--- src/design/grid_weighted_draw_without_replacement_core_assert.svh ---
// Assertion macros used by the grid weighted draw datapath.
`ifndef GRID_WEIGHTED_DRAW_WITHOUT_REPLACEMENT_CORE_ASSERT_SVH
`define GRID_WEIGHTED_DRAW_WITHOUT_REPLACEMENT_CORE_ASSERT_SVH

// Same-cycle implication, checked outside reset.
`define GWD_ASSERT_NOW(lbl, clk, rst_n, ante, cons, msg) \
    lbl: assert property (@(posedge clk) disable iff (!rst_n) (ante) |-> (cons)) else $error(msg);

// Next-cycle implication, checked outside reset.
`define GWD_ASSERT_NEXT(lbl, clk, rst_n, ante, cons, msg) \
    lbl: assert property (@(posedge clk) disable iff (!rst_n) (ante) |=> (cons)) else $error(msg);

`endif

--- src/design/gwd_pkg.sv ---
// Types, constants and helper functions of the grid weighted draw block.
package gwd_pkg;

    localparam int GRID_ROWS = 8;
    localparam int GRID_COLS = 32;
    localparam int CELLS     = GRID_ROWS * GRID_COLS;
    localparam int ADDR_W    = $clog2(CELLS);
    localparam int ROW_W     = 3;
    localparam int COL_W     = 5;
    localparam int SPREAD_W  = 5;
    localparam int WGT_W     = 11;
    localparam int TOT_W     = 19;
    localparam int SUM_W     = 20;
    localparam int PICK_W    = 19;
    localparam int CFG_IDX_W = 2;
    localparam int CFG_DAT_W = 6;
    localparam logic [SUM_W-1:0] TOT_MAX = SUM_W'(524287);

    typedef enum logic [1:0] {
        CMD_REGISTER = 2'd0,
        CMD_START    = 2'd1,
        CMD_DRAW     = 2'd2
    } cmd_t;

    typedef enum logic [1:0] {
        STAT_DONE     = 2'd0,
        STAT_DRAWN    = 2'd1,
        STAT_NO_WGT   = 2'd2,
        STAT_BAD_PICK = 2'd3
    } status_t;

    typedef enum logic [1:0] {
        CFG_SPREAD_X = 2'd0,
        CFG_SPREAD_Y = 2'd1,
        CFG_ROWS     = 2'd2,
        CFG_COLS     = 2'd3
    } cfg_idx_t;

    typedef enum logic [2:0] {
        ST_BOOT,
        ST_IDLE,
        ST_SETUP,
        ST_WRITE,
        ST_CLEAR,
        ST_SCAN,
        ST_DRAIN,
        ST_FINISH
    } state_t;

    typedef struct packed {
        logic load;
        logic wr_init;
        logic wr_step;
        logic clr_step;
        logic scan_init;
        logic scan_step;
        logic finish;
    } ctrl_cmd_t;

    typedef struct packed {
        logic wr_last;
        logic clr_last;
        logic scan_last;
        logic out_busy;
    } dp_status_t;

    // Index of the last row in use; zero counts as one row, large values clamp.
    function automatic logic [ROW_W-1:0] last_row(input logic [3:0] rows);
        logic [ROW_W-1:0] res;
        if (rows == 4'd0) begin
            res = '0;
        end else if (rows > 4'(GRID_ROWS)) begin
            res = ROW_W'(GRID_ROWS - 1);
        end else begin
            res = ROW_W'(rows - 4'd1);
        end
        return res;
    endfunction

    function automatic logic [COL_W-1:0] last_col(input logic [5:0] cols);
        logic [COL_W-1:0] res;
        if (cols == 6'd0) begin
            res = '0;
        end else if (cols > 6'(GRID_COLS)) begin
            res = COL_W'(GRID_COLS - 1);
        end else begin
            res = COL_W'(cols - 6'd1);
        end
        return res;
    endfunction

    function automatic logic [ADDR_W-1:0] cell_addr(input logic [ROW_W-1:0] row,
                                                    input logic [COL_W-1:0] col);
        return ADDR_W'(int'(row) * GRID_COLS + int'(col));
    endfunction

endpackage

--- src/design/grid_weighted_draw_without_replacement_core.sv ---
// Top level of the grid weighted draw without replacement core.
// Keeps an 8 x 32 grid of 11-bit weights with a drawn mark per cell. Every item,
// whatever its command, ends with one scan over the rows and columns in use, one
// cell a cycle through the weight memory's single read port, which yields the
// remaining total; a draw picks its cell in the same scan. After the scan a drain
// state lets the last read be summed, and the result is registered on leaving the
// finish state once the output is free. A registration first writes each window
// cell in the area through the memory's single write port. A start item first
// clears all 256 drawn marks one per cycle, and the same clearing pass runs after
// reset before the first item is accepted. The next item is taken while a result
// still waits on the output; a further result waits until that one is taken.
// Configuration writes are always accepted.
module grid_weighted_draw_without_replacement_core (
    input  logic        aclk,
    input  logic        aresetn,
    input  logic        s_tvalid,
    output logic        s_tready,
    input  logic [31:0] s_tdata,   // band_row[2:0], band_col[7:3], pick[26:8], zero fill
    input  logic [1:0]  s_tuser,   // command[1:0]
    output logic        m_tvalid,
    input  logic        m_tready,
    output logic [31:0] m_tdata,   // drawn_row[2:0], drawn_col[7:3], remaining_total[26:8], zero
    output logic [1:0]  m_tuser,   // status[1:0]
    input  logic        cfg_valid,
    output logic        cfg_ready,
    input  logic [1:0]  cfg_index,
    input  logic [5:0]  cfg_data
);

    gwd_pkg::ctrl_cmd_t  cmd;
    gwd_pkg::dp_status_t dp_stat;

    logic [gwd_pkg::ROW_W-1:0] out_row;
    logic [gwd_pkg::COL_W-1:0] out_col;
    logic [gwd_pkg::TOT_W-1:0] out_total;

    assign cfg_ready = 1'b1;

    gwd_ctrl u_ctrl (
        .aclk        (aclk),
        .aresetn     (aresetn),
        .in_valid    (s_tvalid),
        .in_register (s_tuser == gwd_pkg::CMD_REGISTER),
        .in_start    (s_tuser == gwd_pkg::CMD_START),
        .in_ready    (s_tready),
        .dp_stat     (dp_stat),
        .cmd         (cmd)
    );

    gwd_datapath u_dp (
        .aclk       (aclk),
        .aresetn    (aresetn),
        .cmd        (cmd),
        .dp_stat    (dp_stat),
        .cfg_valid  (cfg_valid),
        .cfg_index  (cfg_index),
        .cfg_data   (cfg_data),
        .in_command (s_tuser),
        .in_row     (s_tdata[2:0]),
        .in_col     (s_tdata[7:3]),
        .in_pick    (s_tdata[26:8]),
        .out_valid  (m_tvalid),
        .out_ready  (m_tready),
        .out_status (m_tuser),
        .out_row    (out_row),
        .out_col    (out_col),
        .out_total  (out_total)
    );

    assign m_tdata = {5'd0, out_total, out_col, out_row};

endmodule

--- src/design/gwd_ram.sv ---
// Generic single write port, single read port RAM with registered read data.
module gwd_ram #(
    parameter int WIDTH = 8,
    parameter int DEPTH = 256
) (
    input  logic                     aclk,
    input  logic                     we,
    input  logic [$clog2(DEPTH)-1:0] waddr,
    input  logic [WIDTH-1:0]         wdata,
    input  logic                     re,
    input  logic [$clog2(DEPTH)-1:0] raddr,
    output logic [WIDTH-1:0]         rdata
);

    logic [WIDTH-1:0] mem [DEPTH];

    always_ff @(posedge aclk) begin
        if (we) begin
            mem[waddr] <= wdata;
        end
        if (re) begin
            rdata <= mem[raddr];
        end
    end

endmodule

--- src/design/gwd_ctrl.sv ---
// Controller state machine sequencing window writes, the grid scan and the result.
module gwd_ctrl (
    input  logic                   aclk,
    input  logic                   aresetn,
    input  logic                   in_valid,
    input  logic                   in_register,
    input  logic                   in_start,
    output logic                   in_ready,
    input  gwd_pkg::dp_status_t    dp_stat,
    output gwd_pkg::ctrl_cmd_t     cmd
);

    gwd_pkg::state_t state_reg, state_next;

    always_ff @(posedge aclk) begin
        if (!aresetn) begin
            state_reg <= gwd_pkg::ST_BOOT;
        end else begin
            state_reg <= state_next;
        end
    end

    always_comb begin
        state_next = state_reg;
        unique case (state_reg)
            gwd_pkg::ST_BOOT: begin
                if (dp_stat.clr_last) begin
                    state_next = gwd_pkg::ST_IDLE;
                end
            end
            gwd_pkg::ST_IDLE: begin
                if (in_valid) begin
                    if (in_register) begin
                        state_next = gwd_pkg::ST_SETUP;
                    end else if (in_start) begin
                        state_next = gwd_pkg::ST_CLEAR;
                    end else begin
                        state_next = gwd_pkg::ST_SCAN;
                    end
                end
            end
            gwd_pkg::ST_SETUP:  state_next = gwd_pkg::ST_WRITE;
            gwd_pkg::ST_WRITE: begin
                if (dp_stat.wr_last) begin
                    state_next = gwd_pkg::ST_SCAN;
                end
            end
            gwd_pkg::ST_CLEAR: begin
                if (dp_stat.clr_last) begin
                    state_next = gwd_pkg::ST_SCAN;
                end
            end
            gwd_pkg::ST_SCAN: begin
                if (dp_stat.scan_last) begin
                    state_next = gwd_pkg::ST_DRAIN;
                end
            end
            gwd_pkg::ST_DRAIN:  state_next = gwd_pkg::ST_FINISH;
            gwd_pkg::ST_FINISH: begin
                if (!dp_stat.out_busy) begin
                    state_next = gwd_pkg::ST_IDLE;
                end
            end
            default:            state_next = gwd_pkg::ST_IDLE;
        endcase
    end

    always_comb begin
        cmd      = '0;
        in_ready = 1'b0;
        unique case (state_reg)
            gwd_pkg::ST_BOOT:   cmd.clr_step = 1'b1;
            gwd_pkg::ST_IDLE: begin
                in_ready = 1'b1;
                cmd.load = in_valid;
            end
            gwd_pkg::ST_SETUP:  cmd.wr_init = 1'b1;
            gwd_pkg::ST_WRITE: begin
                cmd.wr_step   = 1'b1;
                cmd.scan_init = dp_stat.wr_last;
            end
            gwd_pkg::ST_CLEAR: begin
                cmd.clr_step  = 1'b1;
                cmd.scan_init = dp_stat.clr_last;
            end
            gwd_pkg::ST_SCAN:   cmd.scan_step = 1'b1;
            gwd_pkg::ST_DRAIN:  cmd = '0;
            gwd_pkg::ST_FINISH: cmd.finish = !dp_stat.out_busy;
            default:            cmd = '0;
        endcase
    end

endmodule

--- src/design/gwd_datapath.sv ---
// Datapath: configuration, weight memory, drawn marks, scan accumulator and result.
`include "grid_weighted_draw_without_replacement_core_assert.svh"

module gwd_datapath (
    input  logic                              aclk,
    input  logic                              aresetn,
    input  gwd_pkg::ctrl_cmd_t                cmd,
    output gwd_pkg::dp_status_t               dp_stat,
    input  logic                              cfg_valid,
    input  logic [gwd_pkg::CFG_IDX_W-1:0]     cfg_index,
    input  logic [gwd_pkg::CFG_DAT_W-1:0]     cfg_data,
    input  logic [1:0]                        in_command,
    input  logic [gwd_pkg::ROW_W-1:0]         in_row,
    input  logic [gwd_pkg::COL_W-1:0]         in_col,
    input  logic [gwd_pkg::PICK_W-1:0]        in_pick,
    output logic                              out_valid,
    input  logic                              out_ready,
    output logic [1:0]                        out_status,
    output logic [gwd_pkg::ROW_W-1:0]         out_row,
    output logic [gwd_pkg::COL_W-1:0]         out_col,
    output logic [gwd_pkg::TOT_W-1:0]         out_total
);

    localparam int AW = gwd_pkg::ADDR_W;
    localparam int RW = gwd_pkg::ROW_W;
    localparam int CW = gwd_pkg::COL_W;
    localparam int SW = gwd_pkg::SPREAD_W;
    localparam int WW = gwd_pkg::WGT_W;
    localparam int NW = gwd_pkg::SUM_W;

    logic wr_last, clr_last, scan_last, out_busy;

    assign dp_stat = '{wr_last: wr_last, clr_last: clr_last, scan_last: scan_last,
                       out_busy: out_busy};

    // Configuration registers.
    logic [SW-1:0] sx_reg, sy_reg;
    logic [3:0]    rows_reg;
    logic [5:0]    cols_reg;

    always_ff @(posedge aclk) begin
        if (!aresetn) begin
            sx_reg   <= SW'(16);
            sy_reg   <= SW'(4);
            rows_reg <= 4'd8;
            cols_reg <= 6'd32;
        end else if (cfg_valid) begin
            case (cfg_index)
                gwd_pkg::CFG_SPREAD_X: sx_reg   <= cfg_data[SW-1:0];
                gwd_pkg::CFG_SPREAD_Y: sy_reg   <= cfg_data[SW-1:0];
                gwd_pkg::CFG_ROWS:     rows_reg <= cfg_data[3:0];
                gwd_pkg::CFG_COLS:     cols_reg <= cfg_data;
                default:               sx_reg   <= sx_reg;
            endcase
        end
    end

    logic [RW-1:0] lastr;
    logic [CW-1:0] lastc;
    assign lastr = gwd_pkg::last_row(rows_reg);
    assign lastc = gwd_pkg::last_col(cols_reg);

    // Item registers.
    logic [1:0]                 op_reg;
    logic [RW-1:0]              row_reg;
    logic [CW-1:0]              col_reg;
    logic [gwd_pkg::PICK_W-1:0] pick_reg;

    always_ff @(posedge aclk) begin
        if (cmd.load) begin
            op_reg   <= in_command;
            row_reg  <= in_row;
            col_reg  <= in_col;
            pick_reg <= in_pick;
        end
    end

    // Registration window, clamped to the area in use.
    logic [CW-1:0] cmin, cmax;
    logic [RW-1:0] rmin, rmax;
    logic [5:0]    csum, rsum;
    logic          win_empty;

    always_comb begin
        csum = 6'(col_reg) + 6'(sx_reg);
        rsum = 6'(row_reg) + 6'(sy_reg);
        cmin = (col_reg >= sx_reg) ? CW'(col_reg - sx_reg) : '0;
        cmax = (csum > 6'(lastc)) ? lastc : CW'(csum);
        rmin = (SW'(row_reg) >= sy_reg) ? RW'(SW'(row_reg) - sy_reg) : '0;
        rmax = (rsum > 6'(lastr)) ? lastr : RW'(rsum);
        // A band beyond the area can still reach into it with a wide window.
        win_empty = (cmin > cmax) || (rmin > rmax);
    end

    logic [RW-1:0] wy_reg, wy_next;
    logic [CW-1:0] wx_reg, wx_next;
    logic          wr_en;
    logic [CW-1:0] dx;
    logic [RW-1:0] dy;
    logic [11:0]   wcalc;
    logic [WW-1:0] wdata;

    always_comb begin
        dx    = (wx_reg >= col_reg) ? (wx_reg - col_reg) : (col_reg - wx_reg);
        dy    = (wy_reg >= row_reg) ? (wy_reg - row_reg) : (row_reg - wy_reg);
        wcalc = 12'(10'(sx_reg) * 10'(sx_reg)) + 12'(10'(sy_reg) * 10'(sy_reg))
              - 12'(10'(dx) * 10'(dx)) - 12'(6'(dy) * 6'(dy));
        wdata = wcalc[WW-1:0];
        wr_en = cmd.wr_step && !win_empty;
        wr_last = win_empty || (wx_reg == cmax && wy_reg == rmax);
        wy_next = wy_reg;
        wx_next = wx_reg;
        if (cmd.wr_init) begin
            wy_next = rmin;
            wx_next = cmin;
        end else if (wr_en) begin
            if (wx_reg == cmax) begin
                wx_next = cmin;
                wy_next = wy_reg + RW'(1);
            end else begin
                wx_next = wx_reg + CW'(1);
            end
        end
    end

    always_ff @(posedge aclk) begin
        wy_reg <= wy_next;
        wx_reg <= wx_next;
    end

    // Clearing pass over the drawn marks, after reset and for each start item.
    logic [AW-1:0] clr_reg, clr_next;

    assign clr_next = cmd.clr_step ? clr_reg + AW'(1) : clr_reg;
    assign clr_last = (clr_reg == AW'(gwd_pkg::CELLS - 1));

    always_ff @(posedge aclk) begin
        if (!aresetn) begin
            clr_reg <= '0;
        end else begin
            clr_reg <= clr_next;
        end
    end

    // Scan address counters.
    logic [RW-1:0] sr_reg, sr_next;
    logic [CW-1:0] sc_reg, sc_next;
    logic          scan_clear;

    assign scan_clear = cmd.load || cmd.scan_init;
    assign scan_last  = (sr_reg == lastr) && (sc_reg == lastc);

    always_comb begin
        sr_next = sr_reg;
        sc_next = sc_reg;
        if (scan_clear) begin
            sr_next = '0;
            sc_next = '0;
        end else if (cmd.scan_step) begin
            if (sc_reg == lastc) begin
                sc_next = '0;
                sr_next = sr_reg + RW'(1);
            end else begin
                sc_next = sc_reg + CW'(1);
            end
        end
    end

    always_ff @(posedge aclk) begin
        sr_reg <= sr_next;
        sc_reg <= sc_next;
    end

    // Weight memory; an entry never written reads as zero through its valid bit.
    logic [WW-1:0]            rdata;
    logic [0:0]               mark_rdata;
    logic [AW-1:0]            waddr;
    logic [gwd_pkg::CELLS-1:0] wv_reg, wv_next;

    assign waddr = gwd_pkg::cell_addr(wy_reg, wx_reg);

    gwd_ram #(
        .WIDTH (WW),
        .DEPTH (gwd_pkg::CELLS)
    ) u_wgt_ram (
        .aclk  (aclk),
        .we    (wr_en),
        .waddr (waddr),
        .wdata (wdata),
        .re    (cmd.scan_step),
        .raddr (gwd_pkg::cell_addr(sr_reg, sc_reg)),
        .rdata (rdata)
    );

    logic          rd_vld_reg;
    logic [RW-1:0] rd_row_reg;
    logic [CW-1:0] rd_col_reg;
    logic [AW-1:0] rd_addr;

    always_ff @(posedge aclk) begin
        if (!aresetn) begin
            rd_vld_reg <= 1'b0;
        end else begin
            rd_vld_reg <= cmd.scan_step;
        end
        rd_row_reg <= sr_reg;
        rd_col_reg <= sc_reg;
    end

    assign rd_addr = gwd_pkg::cell_addr(rd_row_reg, rd_col_reg);

    // Running sum and first cell that reaches the pick.
    logic [NW-1:0] run_reg, run_next;
    logic          found_reg, found_next;
    logic [RW-1:0] frow_reg, frow_next;
    logic [CW-1:0] fcol_reg, fcol_next;
    logic [WW-1:0] fw_reg, fw_next, w_eff;
    logic          undrawn;

    always_comb begin
        w_eff      = wv_reg[rd_addr] ? rdata : '0;
        undrawn    = !mark_rdata[0];
        run_next   = run_reg;
        found_next = found_reg;
        frow_next  = frow_reg;
        fcol_next  = fcol_reg;
        fw_next    = fw_reg;
        if (scan_clear) begin
            run_next   = '0;
            found_next = 1'b0;
        end else if (rd_vld_reg && undrawn) begin
            run_next = run_reg + NW'(w_eff);
            if (!found_reg && run_next >= NW'(pick_reg)) begin
                found_next = 1'b1;
                frow_next  = rd_row_reg;
                fcol_next  = rd_col_reg;
                fw_next    = w_eff;
            end
        end
    end

    always_ff @(posedge aclk) begin
        if (!aresetn) begin
            found_reg <= 1'b0;
        end else begin
            found_reg <= found_next;
        end
        run_reg  <= run_next;
        frow_reg <= frow_next;
        fcol_reg <= fcol_next;
        fw_reg   <= fw_next;
    end

    // Result evaluation.
    logic          is_draw, draw_ok;
    logic [1:0]    res_status;
    logic [NW-1:0] res_total;
    logic [gwd_pkg::TOT_W-1:0] res_sat;

    always_comb begin
        is_draw    = (op_reg == gwd_pkg::CMD_DRAW);
        draw_ok    = 1'b0;
        res_status = gwd_pkg::STAT_DONE;
        res_total  = run_reg;
        if (is_draw) begin
            if (run_reg == '0) begin
                res_status = gwd_pkg::STAT_NO_WGT;
            end else if (pick_reg == '0 || NW'(pick_reg) > run_reg) begin
                res_status = gwd_pkg::STAT_BAD_PICK;
            end else begin
                res_status = gwd_pkg::STAT_DRAWN;
                draw_ok    = 1'b1;
                res_total  = run_reg - NW'(fw_reg);
            end
        end
        res_sat = (res_total > gwd_pkg::TOT_MAX) ? gwd_pkg::TOT_MAX[gwd_pkg::TOT_W-1:0]
                                                 : res_total[gwd_pkg::TOT_W-1:0];
    end

    // Drawn marks: cleared by the clearing pass, set for the drawn cell at the result.
    logic          mark_we;
    logic [AW-1:0] mark_waddr;
    logic [0:0]    mark_wdata;

    assign mark_we    = cmd.clr_step || (cmd.finish && draw_ok);
    assign mark_waddr = cmd.clr_step ? clr_reg : gwd_pkg::cell_addr(frow_reg, fcol_reg);
    assign mark_wdata = !cmd.clr_step;

    gwd_ram #(
        .WIDTH (1),
        .DEPTH (gwd_pkg::CELLS)
    ) u_mark_ram (
        .aclk  (aclk),
        .we    (mark_we),
        .waddr (mark_waddr),
        .wdata (mark_wdata),
        .re    (cmd.scan_step),
        .raddr (gwd_pkg::cell_addr(sr_reg, sc_reg)),
        .rdata (mark_rdata)
    );

    always_comb begin
        wv_next = wv_reg;
        if (wr_en) begin
            wv_next[waddr] = 1'b1;
        end
    end

    always_ff @(posedge aclk) begin
        if (!aresetn) begin
            wv_reg <= '0;
        end else begin
            wv_reg <= wv_next;
        end
    end

    // Output register.
    logic out_valid_reg;

    always_ff @(posedge aclk) begin
        if (!aresetn) begin
            out_valid_reg <= 1'b0;
        end else if (cmd.finish) begin
            out_valid_reg <= 1'b1;
        end else if (out_ready) begin
            out_valid_reg <= 1'b0;
        end
        if (cmd.finish) begin
            out_status <= res_status;
            out_row    <= draw_ok ? frow_reg : '0;
            out_col    <= draw_ok ? fcol_reg : '0;
            out_total  <= res_sat;
        end
    end

    assign out_valid = out_valid_reg;
    assign out_busy  = out_valid_reg && !out_ready;

    `GWD_ASSERT_NEXT(a_found_sticky, aclk, aresetn, rd_vld_reg && found_reg, found_reg, "found cell lost during scan")
    `GWD_ASSERT_NOW(a_draw_found, aclk, aresetn, cmd.finish && draw_ok, found_reg, "valid pick without a found cell")
    `GWD_ASSERT_NOW(a_write_in_area, aclk, aresetn, wr_en, wy_reg <= lastr && wx_reg <= lastc, "window write outside area")

endmodule

--- config.mk ---
export PLATFORM = sky130hd
export DESIGN_NAME = grid_weighted_draw_without_replacement_core
export DESIGN_NICKNAME = d
export VERILOG_FILES = /design/src/design/gwd_pkg.sv /design/src/design/grid_weighted_draw_without_replacement_core.sv /design/src/design/gwd_ram.sv /design/src/design/gwd_ctrl.sv /design/src/design/gwd_datapath.sv
export VERILOG_INCLUDE_DIRS = /design/src /design/src/design
export SDC_FILE = /design/constraint.sdc
export NUM_CORES = 2
export LEC_CHECK = 0
export BUFFER_PORTS_ARGS = -buffer_cell sky130_fd_sc_hd__buf_2
export CORE_AREA = 3 3 566 568
export DETAILED_ROUTE_END_ITERATION = 10
export DIE_AREA = 0 0 569 571
export PLACE_DENSITY = 0.59
export SYNTH_ARGS = -nofsm -noshare
export SYNTH_HDL_FRONTEND = slang
export SYNTH_SLANG_ARGS = --single-unit
--- constraint.sdc ---
create_clock -name aclk -period 18.85 [get_ports aclk]
set_input_delay 3.77 -clock aclk [delete_from_list [all_inputs] [get_ports aclk]]
set_output_delay 3.77 -clock aclk [all_outputs]
set_load 0.02 [all_outputs]
==> impl_metrics.prom <==
# TYPE chip_impl_metric gauge
chip_impl_metric{name="route.antenna.remaining_nets",unit=""} 0
chip_impl_metric{name="overflow_left_after_global_routing",unit=""} 0
chip_impl_metric{name="row_count",unit=""} 206
chip_impl_metric{name="cts.sink_count",unit=""} 3495
chip_impl_info{name="crit_family",value="adder cells"} 1
chip_impl_metric{name="worst_setup_hold_path_clk_slew",unit="ns"} 0.06
chip_impl_metric{name="timing.final.hold_violations",unit=""} 0
chip_impl_metric{name="worst_pin_slew",unit="ns"} 1.46
chip_impl_metric{name="floorplan.core_area",unit="mm²"} 0.315
chip_impl_metric{name="timing.critical_path.arrival",unit="ns"} 11.35
chip_impl_metric{name="yosysUniqueCellTypes",unit=""} 79
chip_impl_info{name="most-common-layout-cells",value="3169 x sky130_fd_sc_hd__edfxtp_1, 1030 x sky130_fd_sc_hd__mux4_2, 637 x sky130_fd_sc_hd__nor2_1"} 1
chip_impl_metric{name="synth_edf_count",unit=""} 3169
chip_impl_metric{name="synthesis.instances",unit=""} 7424
chip_impl_metric{name="fin_setup_tns",unit="ns"} 0
chip_impl_info{name="synth.largest_area_cell",value="sky130_fd_sc_hd__edfxtp_1"} 1
chip_impl_metric{name="wire_length_of_the_first_global_routing_pass",unit="µm"} 510000
chip_impl_metric{name="number_of_nets_in_the_finished_design",unit=""} 7910
chip_impl_metric{name="synth.mux.area_fraction",unit="%"} 16.8
chip_impl_metric{name="io_buffer_count",unit=""} 72
chip_impl_metric{name="finClkSkew",unit="ns"} 0.0564
chip_impl_metric{name="cts.hold.buffers_added",unit=""} 0
chip_impl_metric{name="yosys.area_share.adder",unit="%"} 2.36
chip_impl_metric{name="placedInstanceArea",unit="mm²"} 0.148
chip_impl_metric{name="final_min_period_over_clock_period",unit="%"} 57.5
chip_impl_metric{name="first_iter_violations",unit=""} 7809
chip_impl_metric{name="synth-xor-area-share",unit="%"} 0.549
chip_impl_metric{name="boundaryPins",unit=""} 84
chip_impl_metric{name="drc",unit=""} 0
chip_impl_metric{name="dieWidth",unit="µm"} 569
chip_impl_info{name="tritoncts",value="done"} 1
chip_impl_metric{name="syn-mean-instance-area",unit="µm²"} 19.1
chip_impl_metric{name="chipHeight",unit="µm"} 571
chip_impl_metric{name="htree_num_levels",unit=""} 5
chip_impl_info{name="grt_setup_unrepaired",value="false"} 1
chip_impl_info{name="end_kind",value="register"} 1
chip_impl_info{name="dominantRegCellSynth",value="sky130_fd_sc_hd__edfxtp_1"} 1
chip_impl_metric{name="yosys.area.top_type_share",unit="%"} 67.0
chip_impl_metric{name="compound_gate_portion_of_the_synthesized_area",unit="%"} 3.12
chip_impl_metric{name="slew_headroom",unit="%"} 2.49
chip_impl_metric{name="async_flop_share",unit="%"} 0
chip_impl_metric{name="viasPerCell",unit=""} 5.93
chip_impl_metric{name="drt-wirelength-per-cell",unit="µm"} 29.0
chip_impl_metric{name="first_global_vias",unit=""} 72400
chip_impl_metric{name="detailroute.via_count",unit=""} 71700
chip_impl_metric{name="timing.final.max_slew_violations",unit=""} 0
chip_impl_metric{name="period_needed",unit="ns"} 10.84
chip_impl_info{name="layout_commonest_cell",value="sky130_fd_sc_hd__edfxtp_1"} 1
chip_impl_metric{name="layout-drive-gt1-share",unit="%"} 24.1
chip_impl_metric{name="path_max_fanout",unit=""} 110
chip_impl_metric{name="post_cts_resized",unit=""} 0
chip_impl_metric{name="flop_and_latch_count_out_of_synthesis",unit=""} 3495
chip_impl_metric{name="grt_antenna_before_repair",unit=""} 8
chip_impl_info{name="critical_path.most_common_cell",value="sky130_fd_sc_hd__fa_1"} 1
chip_impl_metric{name="placement.setup.worst_slack",unit="ns"} 8.03
chip_impl_metric{name="groute.usage.overall",unit="%"} 21.4
chip_impl_metric{name="detailedRoute.firstPassIterationCount",unit=""} 6
chip_impl_info{name="startpoint_type",value="register"} 1
chip_impl_metric{name="netlist_area",unit="mm²"} 0.142
chip_impl_metric{name="slowest_delay",unit="ns"} 0.95
chip_impl_metric{name="clkLatencyLatePin",unit="ns"} 0.92
chip_impl_metric{name="detailedPlacementHpwl",unit="µm"} 207000
chip_impl_metric{name="worst_ep_required_time",unit="ns"} 19.36
chip_impl_metric{name="fmax",unit="MHz"} 92.3
chip_impl_info{name="cts_root_buffer",value="sky130_fd_sc_hd__clkbuf_16"} 1
chip_impl_metric{name="portion_of_the_post_synthesis_area_used_by_sequential_elements",unit="%"} 71.6
chip_impl_metric{name="power_density",unit="mW/mm²"} 124
chip_impl_metric{name="flow.area_growth_from_synthesis",unit="%"} 12.3
chip_impl_info{name="run_status",value="finished, final reports clean"} 1
chip_impl_metric{name="cp_num_buf_inv",unit=""} 7
chip_impl_metric{name="floorplan.initialDensity",unit="%"} 45.1
chip_impl_metric{name="finalWorstSetupSlack",unit="ns"} 8.01
chip_impl_metric{name="yosys_warnings",unit=""} 0
chip_impl_metric{name="cts_buffer_depth",unit=""} 4
chip_impl_info{name="yosys-top-cells-area",value="sky130_fd_sc_hd__edfxtp_1 67%, sky130_fd_sc_hd__mux4_2 16%, sky130_fd_sc_hd__dfxtp_1 4.6%"} 1
chip_impl_metric{name="maxCapViolCount",unit=""} 0
chip_impl_metric{name="drt-total-wl",unit="µm"} 350000
chip_impl_info{name="worstHoldPathType",value="register to register"} 1
chip_impl_metric{name="post_cts.repair.setup_buffers",unit=""} 0
chip_impl_info{name="cpMaxStageDelayCell",value="sky130_fd_sc_hd__buf_4"} 1
chip_impl_metric{name="largest_register_ff_count",unit=""} 2816
chip_impl_metric{name="final_design_area_no_fill",unit="mm²"} 0.160
chip_impl_metric{name="vdd_ir_drop_max",unit="µV"} 282
chip_impl_metric{name="full_die_area",unit="mm²"} 0.325
chip_impl_metric{name="place_congestion",unit=""} 0.828
chip_impl_metric{name="setup_viol",unit=""} 0
chip_impl_metric{name="cts_buffers",unit=""} 360
chip_impl_metric{name="p_leak",unit="µW"} 0.0518
chip_impl_metric{name="maximum_number_of_pins_on_one_net_before_global_route_repair",unit=""} 246
chip_impl_info{name="timing.setup.critical_path_class",value="register to register"} 1
chip_impl_info{name="synth_top_family_by_area",value="multiplexers"} 1
chip_impl_metric{name="synth_simple_gate_area_share",unit="%"} 3.85
==> synth_stat cells (17+ instances only) <==
library cell	count
sky130_fd_sc_hd__nand3_1	58
sky130_fd_sc_hd__inv_1	197
sky130_fd_sc_hd__nor3_1	28
sky130_fd_sc_hd__clkbuf_1	284
sky130_fd_sc_hd__ha_1	159
sky130_fd_sc_hd__nand2b_1	23
sky130_fd_sc_hd__a22o_1	166
sky130_fd_sc_hd__nor2_1	645
sky130_fd_sc_hd__mux4_2	1030
sky130_fd_sc_hd__a22oi_1	49
sky130_fd_sc_hd__edfxtp_1	3169
sky130_fd_sc_hd__xnor2_1	67
sky130_fd_sc_hd__mux2i_1	52
sky130_fd_sc_hd__and2_1	40
sky130_fd_sc_hd__dfxtp_1	326
sky130_fd_sc_hd__or3_1	18
sky130_fd_sc_hd__nor2b_1	42
sky130_fd_sc_hd__xor2_1	17
sky130_fd_sc_hd__nand2_1	312
sky130_fd_sc_hd__buf_1	50
sky130_fd_sc_hd__o21ai_0	156
sky130_fd_sc_hd__a221oi_1	29
sky130_fd_sc_hd__a21oi_1	81
sky130_fd_sc_hd__fa_1	67
sky130_fd_sc_hd__buf_2	96
sky130_fd_sc_hd__a21o_1	18
==> cells by family (layout without fill, tap and decap cells) <==
family,count (synthesis),after routing
flip-flops,3495,3495
AND/OR/NAND/NOR,1259,1259
multiplexers,1089,1089
buffers and inverters,640,1136
AO/OA/AOI/OAI,625,625
adder cells (fa/ha/maj),228,228
XOR/XNOR,86,86
other,2,13
==> report_power, final <==
part	leakage (µW)	internal, µW	switching, µW
logic	0.0144	397	2060
registers	0.0317	10200	21.4
clock network	0.00568	4070	2960
==> metal layers <==
metal  track usage (%)  vias up  routed length (µm)
met5                 0        -                   0
met4              6.82        0               11500
met3              3.19      578               22600
met1              30.4    38300              147000
li1                  -    30300                   -
met2              34.4     2434              169000
==> worst register-to-register path, delay by kind of cell (launching register included) <==
| kind | cells | cell delay [ns] |
|---|---|---|
| AND/OR/NAND/NOR | 3 | 0.50 |
| flip-flops | 1 | 0.73 |
| AO/OA/AOI/OAI | 7 | 1.41 |
| buffers and inverters | 7 | 2.70 |
| multiplexers | 1 | 0.18 |
| adder cells (fa/ha/maj) | 9 | 4.11 |
| XOR/XNOR | 2 | 0.73 |
==> metrics by stage <==
step,hold slack [ns],utilization [%],std cells,total power (µW)
finish,0.452,50.6,12100,19700
CTS,0.451,50.6,12100,19900
global route,0.464,50.6,12100,20400
global placement,0.428,46.9,11400,12700
detailed placement,0.437,46.9,11400,12900
floorplan,0.326,-,7428,12400
==> path summary, 6_finish.rpt <==
path,from,endpoint,slack [ns],cells after the start
setup / recovery,u_dp.wx_reg[2],u_dp.u_wgt_ram.mem[101][10],8.01,29
hold / removal,u_dp.wv_reg[135],u_dp.wv_reg[135],0.45,2
setup reg to reg,u_dp.wx_reg[2],u_dp.u_wgt_ram.mem[101][10],8.01,29
hold reg to reg,u_dp.wv_reg[135],u_dp.wv_reg[135],0.45,2
==> layout make-up <==
cell class | instances | area, µm²
Inverter | 200 | 756
Timing Repair Buffer | 287 | 2130
Fill cell | 25100 | 156000
Tap cell | 4160 | 5200
Multi-Input combinational cell | 3293 | 38100
Clock buffer | 449 | 9660
Antenna cell | 7 | 17.5
Sequential cell | 3495 | 102000
Clock inverter | 200 | 1960
Note: power is estimated with default switching activity, not from simulation.
